**config.mk**
```make
export PLATFORM = sky130hd
export DESIGN_NAME = pixel_art_scale3x_flat
export DESIGN_NICKNAME = d
export VERILOG_FILES = /design/src/rtl/scl3x_pkg.sv /design/src/rtl/scl3x_in_if.sv /design/src/rtl/scl3x_out_if.sv /design/src/rtl/pixel_art_scale3x.sv /design/src/flat_wrapper.sv
export SDC_FILE = /design/constraint.sdc
export NUM_CORES = 1
export LEC_CHECK = 0
export BUFFER_PORTS_ARGS = -buffer_cell sky130_fd_sc_hd__buf_4
export CAP_MARGIN = 10
export CORE_UTILIZATION = 35
export DETAILED_ROUTE_END_ITERATION = 12
export GPL_TIMING_DRIVEN = 1
export PLACE_DENSITY = 0.56
export SLEW_MARGIN = 40
export SYNTH_ARGS = -nofsm -noshare
export SYNTH_HDL_FRONTEND = slang
export SYNTH_SLANG_ARGS = --single-unit
```
**constraint.sdc**
```tcl
create_clock -name clk -period 18.3 [get_ports clk]
set_input_delay 3.66 -clock clk [delete_from_list [all_inputs] [get_ports clk]]
set_output_delay 3.66 -clock clk [all_outputs]
set_load 0.005 [all_outputs]
```
**src/rtl/scl3x_pkg.sv**
```systemverilog
// Package: shared constants for the 3x pixel-art magnifier.
package scl3x_pkg;

  // Rows of one input column of the 3-row window
  localparam int unsigned COL_ROWS   = 3;
  localparam int unsigned ROW_ABOVE  = 0;
  localparam int unsigned ROW_CENTER = 1;
  localparam int unsigned ROW_BELOW  = 2;

endpackage

```
**src/rtl/scl3x_in_if.sv**
```systemverilog
// Interface: input column channel (valid/ready plus one window column).
interface scl3x_in_if #(
  parameter int unsigned PIXEL_BITS = 32
);
  logic                  valid;
  logic                  ready;
  logic [PIXEL_BITS-1:0] above_pixel;
  logic [PIXEL_BITS-1:0] center_pixel;
  logic [PIXEL_BITS-1:0] below_pixel;
  logic                  first_in_line;
  logic                  last_in_line;

  modport source (
    output valid, above_pixel, center_pixel, below_pixel, first_in_line, last_in_line,
    input  ready
  );
  modport sink (
    input  valid, above_pixel, center_pixel, below_pixel, first_in_line, last_in_line,
    output ready
  );
endinterface

```
**src/rtl/scl3x_out_if.sv**
```systemverilog
// Interface: output 3x3 block channel (valid/ready plus nine pixels and line flag).
interface scl3x_out_if #(
  parameter int unsigned PIXEL_BITS = 32
);
  logic                  valid;
  logic                  ready;
  logic [PIXEL_BITS-1:0] top_left;
  logic [PIXEL_BITS-1:0] top_mid;
  logic [PIXEL_BITS-1:0] top_right;
  logic [PIXEL_BITS-1:0] mid_left;
  logic [PIXEL_BITS-1:0] mid_center;
  logic [PIXEL_BITS-1:0] mid_right;
  logic [PIXEL_BITS-1:0] bottom_left;
  logic [PIXEL_BITS-1:0] bottom_mid;
  logic [PIXEL_BITS-1:0] bottom_right;
  logic                  line_done;

  modport source (
    output valid, top_left, top_mid, top_right, mid_left, mid_center, mid_right,
           bottom_left, bottom_mid, bottom_right, line_done,
    input  ready
  );
  modport sink (
    input  valid, top_left, top_mid, top_right, mid_left, mid_center, mid_right,
           bottom_left, bottom_mid, bottom_right, line_done,
    output ready
  );
endinterface

```
**src/rtl/pixel_art_scale3x.sv**
```systemverilog
// Top level: 3x pixel-art magnifier, one window column in, one 3x3 block per result out.
// Path: a completed window is registered in the job register, then in the output register;
//   an edge block queued behind an inner block follows it into the output register.
// Throughput: 1 column per cycle while the output is not stalled; a column that closes a
//   line after an inner column holds off the input while its second block goes out.
// Reset: rst_n synchronous, active low; clears window-valid, job flags and output valid.
module pixel_art_scale3x #(
  parameter int unsigned PIXEL_BITS = 32
) (
  input  logic        clk,
  input  logic        rst_n,
  scl3x_in_if.sink    in_chan,
  scl3x_out_if.source out_chan
);

  typedef logic [PIXEL_BITS-1:0] pix_t;

  // Window state: column whose block is pending and its left neighbor
  pix_t prev_r  [scl3x_pkg::COL_ROWS];
  pix_t pprev_r [scl3x_pkg::COL_ROWS];
  logic wvalid_r;

  // Job register: up to two blocks waiting for the output register.
  //   inner block: (job_l, job_c, job_r)
  //   edge block : (had_inner ? job_c : job_r, job_r, job_r)
  pix_t job_l_r [scl3x_pkg::COL_ROWS];
  pix_t job_c_r [scl3x_pkg::COL_ROWS];
  pix_t job_r_r [scl3x_pkg::COL_ROWS];
  logic inner_r;      // inner block still to send
  logic last_r;       // edge block still to send
  logic had_inner_r;  // job carried an inner block

  // Output register
  logic out_valid_r;
  pix_t o_r [9];
  logic done_r;

  pix_t cur [scl3x_pkg::COL_ROWS];
  logic in_acc;
  logic start;
  logic job_busy;
  logic out_load;

  assign cur[scl3x_pkg::ROW_ABOVE]  = in_chan.above_pixel;
  assign cur[scl3x_pkg::ROW_CENTER] = in_chan.center_pixel;
  assign cur[scl3x_pkg::ROW_BELOW]  = in_chan.below_pixel;

  // A column starts a new line on the first flag, or when nothing is pending.
  // A pending column of an unfinished line is simply dropped.
  assign start = in_chan.first_in_line | ~wvalid_r;

  // Output register takes a block whenever it is empty or being drained
  assign job_busy = inner_r | last_r;
  assign out_load = job_busy & (~out_valid_r | out_chan.ready);

  // Accept when the job register is free or its last block leaves this cycle
  assign in_chan.ready = ~job_busy | (out_load & ~(inner_r & last_r));
  assign in_acc        = in_chan.valid & in_chan.ready;

  // Block selection: inner block first, edge block after
  pix_t sel_l [scl3x_pkg::COL_ROWS];
  pix_t sel_c [scl3x_pkg::COL_ROWS];
  pix_t sel_r [scl3x_pkg::COL_ROWS];

  always_comb begin
    for (int k = 0; k < scl3x_pkg::COL_ROWS; k++) begin
      if (inner_r) begin
        sel_l[k] = job_l_r[k];
        sel_c[k] = job_c_r[k];
      end else begin
        sel_l[k] = had_inner_r ? job_c_r[k] : job_r_r[k];
        sel_c[k] = job_r_r[k];
      end
      sel_r[k] = job_r_r[k];
    end
  end

  // Scale3x rules on the neighborhood
  //   A B C
  //   D E F
  //   G H I
  pix_t pa, pb, pc, pd, pe, pf, pg, ph, pi;
  pix_t blk [9];
  logic db, bf, dh, hf;

  always_comb begin
    pa = sel_l[scl3x_pkg::ROW_ABOVE];
    pd = sel_l[scl3x_pkg::ROW_CENTER];
    pg = sel_l[scl3x_pkg::ROW_BELOW];
    pb = sel_c[scl3x_pkg::ROW_ABOVE];
    pe = sel_c[scl3x_pkg::ROW_CENTER];
    ph = sel_c[scl3x_pkg::ROW_BELOW];
    pc = sel_r[scl3x_pkg::ROW_ABOVE];
    pf = sel_r[scl3x_pkg::ROW_CENTER];
    pi = sel_r[scl3x_pkg::ROW_BELOW];

    db = (pd == pb);
    bf = (pb == pf);
    dh = (pd == ph);
    hf = (ph == pf);

    for (int k = 0; k < 9; k++) begin
      blk[k] = pe;
    end
    // Only active where the block is not a flat run vertically or horizontally
    if ((pb != ph) && (pd != pf)) begin
      if (db) blk[0] = pd;
      if ((db && (pe != pc)) || (bf && (pe != pa))) blk[1] = pb;
      if (bf) blk[2] = pf;
      if ((db && (pe != pg)) || (dh && (pe != pa))) blk[3] = pd;
      if ((bf && (pe != pi)) || (hf && (pe != pc))) blk[5] = pf;
      if (dh) blk[6] = pd;
      if ((dh && (pe != pi)) || (hf && (pe != pg))) blk[7] = ph;
      if (hf) blk[8] = pf;
    end
  end

  // Window state and job register
  always_ff @(posedge clk) begin
    if (!rst_n) begin
      wvalid_r    <= 1'b0;
      inner_r     <= 1'b0;
      last_r      <= 1'b0;
      had_inner_r <= 1'b0;
    end else if (in_acc) begin
      wvalid_r    <= ~in_chan.last_in_line;
      inner_r     <= ~start;
      last_r      <= in_chan.last_in_line;
      had_inner_r <= ~start;
    end else if (out_load) begin
      if (inner_r) begin
        inner_r <= 1'b0;
      end else begin
        last_r <= 1'b0;
      end
    end
  end

  always_ff @(posedge clk) begin
    if (in_acc) begin
      for (int k = 0; k < scl3x_pkg::COL_ROWS; k++) begin
        job_l_r[k] <= pprev_r[k];
        job_c_r[k] <= prev_r[k];
        job_r_r[k] <= cur[k];
        pprev_r[k] <= start ? cur[k] : prev_r[k];
        prev_r[k]  <= cur[k];
      end
    end
  end

  // Output register
  always_ff @(posedge clk) begin
    if (!rst_n) begin
      out_valid_r <= 1'b0;
    end else if (out_load) begin
      out_valid_r <= 1'b1;
    end else if (out_chan.ready) begin
      out_valid_r <= 1'b0;
    end
  end

  always_ff @(posedge clk) begin
    if (out_load) begin
      o_r    <= blk;
      done_r <= ~inner_r;  // edge block closes the line
    end
  end

  assign out_chan.valid        = out_valid_r;
  assign out_chan.top_left     = o_r[0];
  assign out_chan.top_mid      = o_r[1];
  assign out_chan.top_right    = o_r[2];
  assign out_chan.mid_left     = o_r[3];
  assign out_chan.mid_center   = o_r[4];
  assign out_chan.mid_right    = o_r[5];
  assign out_chan.bottom_left  = o_r[6];
  assign out_chan.bottom_mid   = o_r[7];
  assign out_chan.bottom_right = o_r[8];
  assign out_chan.line_done    = done_r;

endmodule

```
**src/flat_wrapper.sv**
```systemverilog
// flat-port wrapper written by rule: the top's interface ports become plain ports
module pixel_art_scale3x_flat 
#(
  parameter int unsigned PIXEL_BITS = 32
)
  (clk, rst_n, in_chan_valid, in_chan_above_pixel, in_chan_center_pixel, in_chan_below_pixel, in_chan_first_in_line, in_chan_last_in_line, in_chan_ready, out_chan_valid, out_chan_top_left, out_chan_top_mid, out_chan_top_right, out_chan_mid_left, out_chan_mid_center, out_chan_mid_right, out_chan_bottom_left, out_chan_bottom_mid, out_chan_bottom_right, out_chan_line_done, out_chan_ready);
  scl3x_in_if #(.PIXEL_BITS(PIXEL_BITS)) in_chan_i ();
  scl3x_out_if #(.PIXEL_BITS(PIXEL_BITS)) out_chan_i ();
  input  logic clk;
  input  logic rst_n;
  input wire logic [$bits(in_chan_i.valid)-1:0] in_chan_valid;
  input wire logic [$bits(in_chan_i.above_pixel)-1:0] in_chan_above_pixel;
  input wire logic [$bits(in_chan_i.center_pixel)-1:0] in_chan_center_pixel;
  input wire logic [$bits(in_chan_i.below_pixel)-1:0] in_chan_below_pixel;
  input wire logic [$bits(in_chan_i.first_in_line)-1:0] in_chan_first_in_line;
  input wire logic [$bits(in_chan_i.last_in_line)-1:0] in_chan_last_in_line;
  output wire logic [$bits(in_chan_i.ready)-1:0] in_chan_ready;
  output wire logic [$bits(out_chan_i.valid)-1:0] out_chan_valid;
  output wire logic [$bits(out_chan_i.top_left)-1:0] out_chan_top_left;
  output wire logic [$bits(out_chan_i.top_mid)-1:0] out_chan_top_mid;
  output wire logic [$bits(out_chan_i.top_right)-1:0] out_chan_top_right;
  output wire logic [$bits(out_chan_i.mid_left)-1:0] out_chan_mid_left;
  output wire logic [$bits(out_chan_i.mid_center)-1:0] out_chan_mid_center;
  output wire logic [$bits(out_chan_i.mid_right)-1:0] out_chan_mid_right;
  output wire logic [$bits(out_chan_i.bottom_left)-1:0] out_chan_bottom_left;
  output wire logic [$bits(out_chan_i.bottom_mid)-1:0] out_chan_bottom_mid;
  output wire logic [$bits(out_chan_i.bottom_right)-1:0] out_chan_bottom_right;
  output wire logic [$bits(out_chan_i.line_done)-1:0] out_chan_line_done;
  input wire logic [$bits(out_chan_i.ready)-1:0] out_chan_ready;
  assign in_chan_i.valid = in_chan_valid;
  assign in_chan_i.above_pixel = in_chan_above_pixel;
  assign in_chan_i.center_pixel = in_chan_center_pixel;
  assign in_chan_i.below_pixel = in_chan_below_pixel;
  assign in_chan_i.first_in_line = in_chan_first_in_line;
  assign in_chan_i.last_in_line = in_chan_last_in_line;
  assign in_chan_ready = in_chan_i.ready;
  assign out_chan_valid = out_chan_i.valid;
  assign out_chan_top_left = out_chan_i.top_left;
  assign out_chan_top_mid = out_chan_i.top_mid;
  assign out_chan_top_right = out_chan_i.top_right;
  assign out_chan_mid_left = out_chan_i.mid_left;
  assign out_chan_mid_center = out_chan_i.mid_center;
  assign out_chan_mid_right = out_chan_i.mid_right;
  assign out_chan_bottom_left = out_chan_i.bottom_left;
  assign out_chan_bottom_mid = out_chan_i.bottom_mid;
  assign out_chan_bottom_right = out_chan_i.bottom_right;
  assign out_chan_line_done = out_chan_i.line_done;
  assign out_chan_i.ready = out_chan_ready;
  pixel_art_scale3x #(.PIXEL_BITS(PIXEL_BITS)) u_core (.clk(clk), .rst_n(rst_n), .in_chan(in_chan_i), .out_chan(out_chan_i));
endmodule
```
==> flow_summary.html, run 1 <==
<table>
<tr><th>Metric</th><th>Value</th></tr>
<tr><th colspan="2">Outcome</th></tr>
<tr><td>Status</td><td>completed</td></tr>
<tr><th colspan="2">Yosys</th></tr>
<tr><td>Number of unique standard cell types used by synthesis</td><td>about 50</td></tr>
<tr><td>Leading register cell type out of synthesis</td><td>sky130_fd_sc_hd__edfxtp_1</td></tr>
<tr><td>Warnings from Yosys</td><td>0</td></tr>
<tr><td>Post-synthesis async set-or-reset flop share</td><td>0</td></tr>
<tr><td>Count of state elements after synthesis</td><td>between 600 and 700</td></tr>
<tr><td>Cell Area, Synth</td><td>34,100 um^2</td></tr>
<tr><td>EDFF count, synth</td><td>673</td></tr>
<tr><td>Mean Syn Cell Area</td><td>13.5 um^2</td></tr>
<tr><td>Proportion of synthesized chip area in sequential cells</td><td>0.595</td></tr>
<tr><td>Net count after synthesis</td><td>2,627</td></tr>
<tr><td>Instance count of the mapped netlist</td><td>2,525</td></tr>
<tr><th colspan="2">Worst setup path</th></tr>
<tr><td>Series of cell instances along the critical path</td><td>buf_4, nor2b_1, nand2_1, nand2_1, o21ai_0, buf_4</td></tr>
<tr><td>Number of cells on the worst reg-to-reg path</td><td>13</td></tr>
<tr><td>Critical Path End Type</td><td>output port</td></tr>
<tr><td>Largest fanout on the critical path</td><td>6</td></tr>
<tr><td>Critical path startpoint category</td><td>input pin</td></tr>
<tr><td>Worst R2R Setup Slack</td><td>about 12,000 ps</td></tr>
<tr><td>Reg-to-reg startpoint</td><td>u_core.had_inner_r</td></tr>
<tr><td>Maximum cell stage delay along the critical path</td><td>390 ps</td></tr>
<tr><td>Critical path arrival</td><td>4700 ps</td></tr>
<tr><td>R2r endpoint</td><td>u_core.out_chan.bottom_mid[27]</td></tr>
<tr><td>Critical Path Slowest Stage Cell</td><td>sky130_fd_sc_hd__nor2b_1</td></tr>
<tr><td>Type of the worst setup path</td><td>in2out</td></tr>
<tr><td>Critical path data required time</td><td>14,640 ps</td></tr>
<tr><th colspan="2">Power and ir drop</th></tr>
<tr><td>Cell internal power dissipation</td><td>2.94 mW</td></tr>
<tr><td>Sw frac</td><td>0.259</td></tr>
<tr><td>Switching pwr</td><td>1.03 mW</td></tr>
<tr><td>Leakage power summed over all cells</td><td>between 10 and 15 nW</td></tr>
<tr><td>Share of power burned in the clock network</td><td>0.414</td></tr>
<tr><td>IR drop worst, VDD</td><td>0.0657 mV</td></tr>
<tr><td>Power per Cell Area</td><td>96.3 nW/um^2</td></tr>
<tr><td>Power share of the combinational group</td><td>0.109</td></tr>
<tr><td>Power share of the sequential group</td><td>0.477</td></tr>
<tr><th colspan="2">Placement</th></tr>
<tr><td>Number of instances in the placed design</td><td>about 4,000</td></tr>
<tr><td>Place WS</td><td>about 10000 ps</td></tr>
<tr><td>Routability-driven placement congestion ratio</td><td>1.01</td></tr>
<tr><td>Input/output buffers</td><td>392</td></tr>
<tr><td>DPL Wire Length</td><td>106 mm</td></tr>
<tr><th colspan="2">Clock tree</th></tr>
<tr><td>Clock tree from TritonCTS</td><td>built</td></tr>
<tr><td>Quantity of gates resized following cts</td><td>0</td></tr>
<tr><td>Number of buffers added for setup after CTS</td><td>0</td></tr>
<tr><td>Clock root buffer</td><td>sky130_fd_sc_hd__clkbuf_16</td></tr>
<tr><td>Sink Count</td><td>678</td></tr>
<tr><td>Number of hold buffers added after CTS</td><td>0</td></tr>
<tr><td># H-tree levels</td><td>3</td></tr>
<tr><td>Num CTS Buffers</td><td>78</td></tr>
<tr><td>Clock-pin slew on the worst setup and hold paths</td><td>60 ps</td></tr>
<tr><td>Clock latency of the later-clocked register in the worst-skew pair</td><td>about 670 ps</td></tr>
<tr><td>Maximum number of buffers from clock root to sink</td><td>3</td></tr>
<tr><th colspan="2">STA</th></tr>
<tr><td>Final sum of negative setup slack</td><td>0 ps</td></tr>
<tr><td>Maximum operating frequency</td><td>~0.12 GHz</td></tr>
<tr><td>Worst rel slew slack</td><td>0.375</td></tr>
<tr><td>Final WS setup</td><td>9940 ps</td></tr>
<tr><td>Portion of the clock cycle consumed by the worst path in the final layout</td><td>0.457</td></tr>
<tr><td>Number of setup violations in the final report</td><td>0</td></tr>
<tr><td>Unrepaired setup endpoints after global routing</td><td>false</td></tr>
<tr><td>Maximum clock skew at final layout</td><td>34.9 ps</td></tr>
<tr><td>Slew at the pin with the worst max-slew slack</td><td>912 ps</td></tr>
<tr><td>Period minus WS final</td><td>8360 ps</td></tr>
<tr><td>Number of max-slew violations in the final report</td><td>0</td></tr>
<tr><td>Final count of hold timing violations</td><td>0</td></tr>
<tr><th colspan="2">Global route</th></tr>
<tr><td>Global-route wire length before repair</td><td>186 mm</td></tr>
<tr><td>Pin count of the biggest net entering global routing</td><td>90</td></tr>
<tr><td>Congestion Overflow GR</td><td>0</td></tr>
<tr><td>Number of antenna violations at the first check in global routing</td><td>3</td></tr>
<tr><td>Global Route Usage Sum</td><td>0.276</td></tr>
<tr><td>Via count of the first global-routing pass</td><td>about 22,000</td></tr>
<tr><th colspan="2">Cells and area</th></tr>
<tr><td>Syn-to-layout area delta</td><td>20.8%</td></tr>
<tr><td>Post-layout util</td><td>0.427</td></tr>
<tr><td>Number of nets at the end of the flow</td><td>2,961</td></tr>
<tr><td>Final cell count without fillers</td><td>4,202</td></tr>
<tr><td>Fill cells</td><td>between 8,000 and 9,000</td></tr>
<tr><td>Share of layout cells above drive strength 1</td><td>0.261</td></tr>
<tr><th colspan="2">Worst hold path</th></tr>
<tr><td>Hold Crit Start</td><td>u_core.pprev_r[0][76]</td></tr>
<tr><td>Class of the tightest hold or removal check</td><td>reg2reg</td></tr>
<tr><td>Hold Path End</td><td>u_core.job_l_r[0][76]</td></tr>
<tr><td>Hold depth</td><td>0</td></tr>
<tr><th colspan="2">Floorplan</th></tr>
<tr><td>Num rows</td><td>114</td></tr>
<tr><td>Die H</td><td>314 um</td></tr>
<tr><td>Effective utilization at floorplan</td><td>0.353</td></tr>
<tr><td>Placeable core area</td><td>96,700 um^2</td></tr>
<tr><td>Number of ports placed on the die boundary</td><td>about 400</td></tr>
<tr><td>DIE WIDTH</td><td>roughly 310 um</td></tr>
<tr><td>Die Outline Area</td><td>98,800 um^2</td></tr>
<tr><th colspan="2">Run</th></tr>
<tr><td>Maximum Capacitance Violations</td><td>0</td></tr>
<tr><th colspan="2">Drt</th></tr>
<tr><td>WL/cell</td><td>33.2 um</td></tr>
<tr><td>Detail Route Antenna Nets</td><td>0</td></tr>
<tr><td>Vias</td><td>22,900</td></tr>
<tr><td>Overall routed net length</td><td>139 mm</td></tr>
<tr><td>Post-detailed-route DRC marker count</td><td>0</td></tr>
<tr><td>Vias per inst</td><td>approximately 5.4</td></tr>
<tr><td>First DRT Iteration DRCs</td><td>between 2,000 and 3,000</td></tr>
<tr><td>DR pass1 iterations</td><td>5</td></tr>
</table>
power by group through the flow:
stage	sequential, mW	combinational [mW]	clock [mW]
after floorplan	1.89	0.246	0
after global placement	1.92	0.422	0
after detailed placement	1.92	0.429	0
after CTS	1.89	0.431	1.68
after global routing	1.90	0.449	1.73
final	1.89	0.433	1.65
per-layer routing:
metal	vias up	track usage	share of wire
met2	1054	0.436	0.46
met4	0	0.108	0.041
met3	177	0.0374	0.061
li1	9945	-	-
met1	11700	0.384	0.44
met5	-	0	0
cells by family (layout without fill, tap and decap cells):
| group | Yosys count | in the layout | share of synthesized area |
|---|---|---|---|
| mux | 460 | 460 | 0.139 |
| compound gates | 247 | 247 | 0.0461 |
| xor+xnor | 494 | 494 | 0.127 |
| simple gates | 365 | 365 | 0.0536 |
| other cells | 0 | 1 | 0 |
| buf+inv | 281 | 681 | 0.0390 |
| flops | 678 | 678 | 0.595 |
critical path: cells and delay by family:
kind	cells	cell delay (ps)
AO/OA/AOI/OAI	1	140
buffers and inverters	2	290
AND/OR/NAND/NOR	3	610
cells in the mapped netlist (all sizes together) (2+ instances only):
master / count / share of area
a211oi: 2 / 0.00059
a21boi: 21 / 0.0052
a21o: 4 / 0.00088
a21oi: 108 / 0.016
a31oi: 6 / 0.0011
a41oi: 2 / 0.00051
buf: 109 / 0.020
clkbuf: 118 / 0.013
dfxtp: 5 / 0.0029
edfxtp: 673 / 0.59
inv: 54 / 0.0059
mux2: 109 / 0.036
mux2i: 351 / 0.10
nand2: 37 / 0.0041
nand2b: 4 / 0.00073
nand3: 10 / 0.0015
nand4: 55 / 0.010
nor2: 154 / 0.018
nor2b: 7 / 0.0013
nor3: 12 / 0.0024
nor4: 84 / 0.016
o211ai: 2 / 0.00044
o21ai: 17 / 0.0025
o22ai: 40 / 0.0075
o41ai: 39 / 0.010
xnor2: 345 / 0.089
xor2: 149 / 0.038
how the worst max path moves through the flow:
| stage | start | endpoint | slack [ps] | cells past startpoint |
|---|---|---|---|---|
| 5_1_grt | out_chan_ready | in_chan_ready | 9890 | 6 |
| 2_1_floorplan | out_chan_ready | u_core.out_chan.bottom_left[0] | 1620 | 2 |
| 4_1_cts | out_chan_ready | in_chan_ready | 9960 | 6 |
| 6_report | out_chan_ready | in_chan_ready | 9940 | 6 |
| 3_3_place_gp | out_chan_ready | in_chan_ready | 9920 | 6 |
| 3_5_place_dp | out_chan_ready | in_chan_ready | 9960 | 6 |
flip-flops by register name, indices dropped and copies added (netlist names):
signal	flops
u_core.job_l_r	96
u_core.wvalid_r	1
u_core.out_chan.mid_center	32
u_core.out_chan.top_mid	32
u_core.out_chan.bottom_mid	32
u_core.job_c_r	96
u_core.inner_r	1
u_core.had_inner_r	1
u_core.last_r	1
u_core.out_chan.mid_left	32
u_core.out_chan.line_done	1
u_core.out_chan.bottom_left	32
u_core.out_chan.top_left	32
u_core.out_chan.valid	1
u_core.out_chan.bottom_right	32
u_core.out_chan.top_right	32
u_core.pprev_r	96
u_core.job_r_r	96
u_core.out_chan.mid_right	32
layout make-up:
cell class / instances / area, um^2 / area share
multi-input cells: 1566 / 12600 / 0.306
clock buffers: 92 / 2100 / 0.0509
flip-flops and latches: 678 / 20300 / 0.493
clock inverters: 54 / 594 / 0.0144
well taps: 1276 / 1600 / 0.0387
diodes: 1 / 2.50 / 0.0000607
inverters: 54 / 205 / 0.00497
repair buffers: 481 / 3800 / 0.0921
through the flow:
| stage | instance area, um^2 | power [mW] | hold slack, ps |
|---|---|---|---|
| floorplan | 34100 | 2.13 | 400 |
| detailed placement | 38500 | 2.35 | 405 |
| finish | 41200 | 3.97 | 414 |
| global route | 41200 | 4.08 | 417 |
| global placement | 38200 | 2.34 | 401 |
| CTS | 41200 | 4.00 | 411 |
layout by cell type, fill, tap and decap left out, types with 53 or more instances in the layout:
cell type                   count
sky130_fd_sc_hd__inv_1         53
sky130_fd_sc_hd__mux2i_1      344
sky130_fd_sc_hd__xnor2_1      345
sky130_fd_sc_hd__nor4_1        79
sky130_fd_sc_hd__buf_4        464
sky130_fd_sc_hd__nand4_1       55
sky130_fd_sc_hd__xor2_1       149
sky130_fd_sc_hd__nor2_1       150
sky130_fd_sc_hd__mux2_2       108
sky130_fd_sc_hd__edfxtp_1     673
sky130_fd_sc_hd__a21oi_1      107
sky130_fd_sc_hd__clkbuf_16     82
(Power assumes the default switching activity.)
==> inputs of run 2 (changes only) <==
Clock period 18.3 ns to 7.8 ns, I/O delays scaled along.
==> flow_summary.html, run 2 (same netlist as run 1, synthesis figures left out) <==
<table>
<tr><th>Metric</th><th>Value</th></tr>
<tr><th colspan="2">Drt</th></tr>
<tr><td>First DRT Iteration DRCs</td><td>2,575 (-5.3%)</td></tr>
<tr><td>DR pass1 iterations</td><td>6 (+1)</td></tr>
<tr><td>Overall routed net length</td><td>146 mm (+4.6%)</td></tr>
<tr><td>Detail Route Antenna Nets</td><td>0 (unchanged)</td></tr>
<tr><td>Post-detailed-route DRC marker count</td><td>0 (unchanged)</td></tr>
<tr><td>Vias per inst</td><td>5.52 (+1.4%)</td></tr>
<tr><td>Vias</td><td>23,200 (+1.6%)</td></tr>
<tr><td>WL/cell</td><td>34.6 um (+4.4%)</td></tr>
<tr><th colspan="2">Clock tree</th></tr>
<tr><td>Num CTS Buffers</td><td>77 (-1.3%)</td></tr>
<tr><td>Clock root buffer</td><td>sky130_fd_sc_hd__clkbuf_16</td></tr>
<tr><td>Clock latency of the later-clocked register in the worst-skew pair</td><td>660 ps (about the same)</td></tr>
<tr><td>Sink Count</td><td>678 (unchanged)</td></tr>
<tr><td>Number of buffers added for setup after CTS</td><td>0 (unchanged)</td></tr>
<tr><td>Maximum number of buffers from clock root to sink</td><td>3 (unchanged)</td></tr>
<tr><td># H-tree levels</td><td>3 (unchanged)</td></tr>
<tr><td>Quantity of gates resized following cts</td><td>0 (unchanged)</td></tr>
<tr><td>Clock tree from TritonCTS</td><td>built</td></tr>
<tr><td>Clock-pin slew on the worst setup and hold paths</td><td>60 ps (about the same)</td></tr>
<tr><td>Number of hold buffers added after CTS</td><td>0 (unchanged)</td></tr>
<tr><th colspan="2">Floorplan</th></tr>
<tr><td>Die Outline Area</td><td>98,800 um^2 (unchanged)</td></tr>
<tr><td>Placeable core area</td><td>96,700 um^2 (unchanged)</td></tr>
<tr><td>Effective utilization at floorplan</td><td>0.353 (unchanged)</td></tr>
<tr><td>DIE WIDTH</td><td>314 um (unchanged)</td></tr>
<tr><td>Die H</td><td>314 um (unchanged)</td></tr>
<tr><td>Num rows</td><td>114 (unchanged)</td></tr>
<tr><td>Number of ports placed on the die boundary</td><td>393 (unchanged)</td></tr>
<tr><th colspan="2">Cells and area</th></tr>
<tr><td>Leading cell type in the layout, fill and taps excluded</td><td>sky130_fd_sc_hd__edfxtp_1</td></tr>
<tr><td>Number of nets at the end of the flow</td><td>2,976 (+0.51%)</td></tr>
<tr><td>Syn-to-layout area delta</td><td>20.6%</td></tr>
<tr><td>Antenna diodes</td><td>0 (-1)</td></tr>
<tr><td>Fill cells</td><td>8,837 (-0.73%)</td></tr>
<tr><td>Share of layout cells above drive strength 1</td><td>0.260 (-0.00114)</td></tr>
<tr><td>Total non-filler cell area in the finished layout</td><td>41,200 um^2 (-0.18%)</td></tr>
<tr><td>Leading cell types in the layout, fill and taps excluded</td><td>sky130_fd_sc_hd__edfxtp_1, sky130_fd_sc_hd__buf_4, sky130_fd_sc_hd__xnor2_1</td></tr>
<tr><th colspan="2">Global route</th></tr>
<tr><td>Global-route met1 utilization</td><td>0.406 (+0.0221)</td></tr>
<tr><td>Global-route wire length before repair</td><td>194 mm (+4.4%)</td></tr>
<tr><td>Congestion Overflow GR</td><td>0 (unchanged)</td></tr>
<tr><td>Global Route met2 Usage</td><td>0.460 (+0.0245)</td></tr>
<tr><td>Via count of the first global-routing pass</td><td>22,700 (+0.83%)</td></tr>
<tr><td>Met3 track demand over resource in global routing</td><td>0.0403 (+0.00296)</td></tr>
<tr><td>Pin count of the biggest net entering global routing</td><td>161 (+79%)</td></tr>
<tr><td>Number of antenna violations at the first check in global routing</td><td>8 (+5)</td></tr>
<tr><td>Busiest layer in global routing</td><td>met2</td></tr>
<tr><td>Global Route Usage Sum</td><td>0.290 (+0.0139)</td></tr>
<tr><th colspan="2">Worst setup path</th></tr>
<tr><td>Largest fanout on the critical path</td><td>44 (+38)</td></tr>
<tr><td>Critical path arrival</td><td>6010 ps (+1310 ps)</td></tr>
<tr><td>Critical path startpoint category</td><td>register</td></tr>
<tr><td>Type of the worst setup path</td><td>reg2reg</td></tr>
<tr><td>Reg-to-reg startpoint</td><td>u_core.inner_r</td></tr>
<tr><td>Critical path data required time</td><td>8180 ps (-6460 ps)</td></tr>
<tr><td>Number of cells on the worst reg-to-reg path</td><td>11 (-2)</td></tr>
<tr><td>Critical Path End Type</td><td>register</td></tr>
<tr><td>Worst R2R Setup Slack</td><td>2170 ps (-10,070 ps)</td></tr>
<tr><td>R2r endpoint</td><td>u_core.out_chan.bottom_right[6]</td></tr>
<tr><th colspan="2">Worst hold path</th></tr>
<tr><td>Class of the tightest hold or removal check</td><td>reg2reg</td></tr>
<tr><td>Hold Path End</td><td>u_core.job_l_r[0][43]</td></tr>
<tr><td>Hold depth</td><td>0 (unchanged)</td></tr>
<tr><td>Hold Crit Start</td><td>u_core.pprev_r[0][43]</td></tr>
<tr><th colspan="2">STA</th></tr>
<tr><td>Worst rel slew slack</td><td>0.378 (+0.00270)</td></tr>
<tr><td>Unrepaired setup endpoints after global routing</td><td>false</td></tr>
<tr><td>Final sum of negative setup slack</td><td>0 ps (unchanged)</td></tr>
<tr><td>Final count of hold timing violations</td><td>0 (unchanged)</td></tr>
<tr><td>Number of max-slew violations in the final report</td><td>0 (unchanged)</td></tr>
<tr><td>Number of setup violations in the final report</td><td>0 (unchanged)</td></tr>
<tr><td>Maximum clock skew at final layout</td><td>29.6 ps (-5.28 ps)</td></tr>
<tr><td>Maximum operating frequency</td><td>0.178 GHz</td></tr>
<tr><td>Period minus WS final</td><td>5630 ps</td></tr>
<tr><td>Slew at the pin with the worst max-slew slack</td><td>908 ps (-3.94 ps)</td></tr>
<tr><td>Portion of the clock cycle consumed by the worst path in the final layout</td><td>0.722</td></tr>
<tr><th colspan="2">Outcome</th></tr>
<tr><td>Status</td><td>completed</td></tr>
<tr><th colspan="2">Run</th></tr>
<tr><td>Maximum Capacitance Violations</td><td>0 (unchanged)</td></tr>
<tr><th colspan="2">Placement</th></tr>
<tr><td>Routability-driven placement congestion ratio</td><td>0.996 (-1.2%)</td></tr>
<tr><td>DPL Wire Length</td><td>111 mm (+4.7%)</td></tr>
<tr><td>Input/output buffers</td><td>392 (unchanged)</td></tr>
<tr><td>Placed Instance Area</td><td>38,600 um^2 (+0.13%)</td></tr>
<tr><th colspan="2">Power and ir drop</th></tr>
<tr><td>Leakage power summed over all cells</td><td>14.0 nW (-0.18%)</td></tr>
<tr><td>IR drop worst, VDD</td><td>0.177 mV (+170%)</td></tr>
<tr><td>Power per Cell Area</td><td>221 nW/um^2 (+130%)</td></tr>
</table>
run 2: cell types whose count changed in the layout (fill, tap and decap cells not counted), moves of 5 or more:
cell and change:
sky130_fd_sc_hd__buf_4 +10, sky130_fd_sc_hd__clkinv_2 -10, sky130_fd_sc_hd__bufinv_16 -6, sky130_fd_sc_hd__clkbuf_1 +6, sky130_fd_sc_hd__buf_8 +5, sky130_fd_sc_hd__inv_6 +5
run 2: cell type report:
type,count,area [um^2],share of cell area
repair buffers,497,3950,0.0958
well taps,1276,1600,0.0388
multi-input cells,1566,12600,0.307
inverters,54,205,0.00498
flip-flops and latches,678,20300,0.493
clock inverters,42,380,0.00924
clock buffers,97,2090,0.0507
run 2: per-stage QoR:
step	hold WS [ps]	setup WS (ps)	std cells	utilization	power (mW)
6_report	415	2170	4210	0.426	9.09
5_1_grt	421	2050	4210	0.426	9.34
3_5_place_dp	405	2260	4064	0.399	5.54
4_1_cts	413	2230	4203	0.425	9.15
3_3_place_gp	401	2010	4055	0.397	5.54
2_1_floorplan	400	309	2525	-	4.97
run 2: how the worst max path moves through the flow:
stage                  startpoint  cells past startpoint                               to
2_1_floorplan      out_chan_ready                      8               u_core.had_inner_r
3_3_place_gp   u_core.had_inner_r                     11  u_core.out_chan.bottom_right[6]
3_5_place_dp       u_core.inner_r                     11  u_core.out_chan.bottom_right[6]
4_1_cts            u_core.inner_r                     11  u_core.out_chan.bottom_right[6]
5_1_grt            u_core.inner_r                     11  u_core.out_chan.bottom_right[6]
6_report           u_core.inner_r                     11  u_core.out_chan.bottom_right[6]
run 2: per-layer routing:
layer,vias up,wire length (um)
li1,9953,-
met1,11900,63800
met4,4,5170
met3,200,9230
met5,-,26
met2,1159,67600
run 2: worst max-delay path, stage by stage, from the launching register on:
cell                       delay (ps)
sky130_fd_sc_hd__dfxtp_4          880
sky130_fd_sc_hd__buf_4            620
sky130_fd_sc_hd__mux2i_1          640
sky130_fd_sc_hd__xnor2_1          190
sky130_fd_sc_hd__nand4_1          140
sky130_fd_sc_hd__nor3_1           420
sky130_fd_sc_hd__nand3_1          200
sky130_fd_sc_hd__o22ai_4          490
sky130_fd_sc_hd__nand2b_2         630
sky130_fd_sc_hd__buf_4            540
sky130_fd_sc_hd__nor2_1            70
sky130_fd_sc_hd__a21oi_1          460
run 2: report_power, final:
part,internal [mW],total (mW),switching (mW)
logic,0.394,1.04,0.648
registers,4.22,4.45,0.231
clock network,2.07,3.60,1.53
total,6.68,9.09,2.41
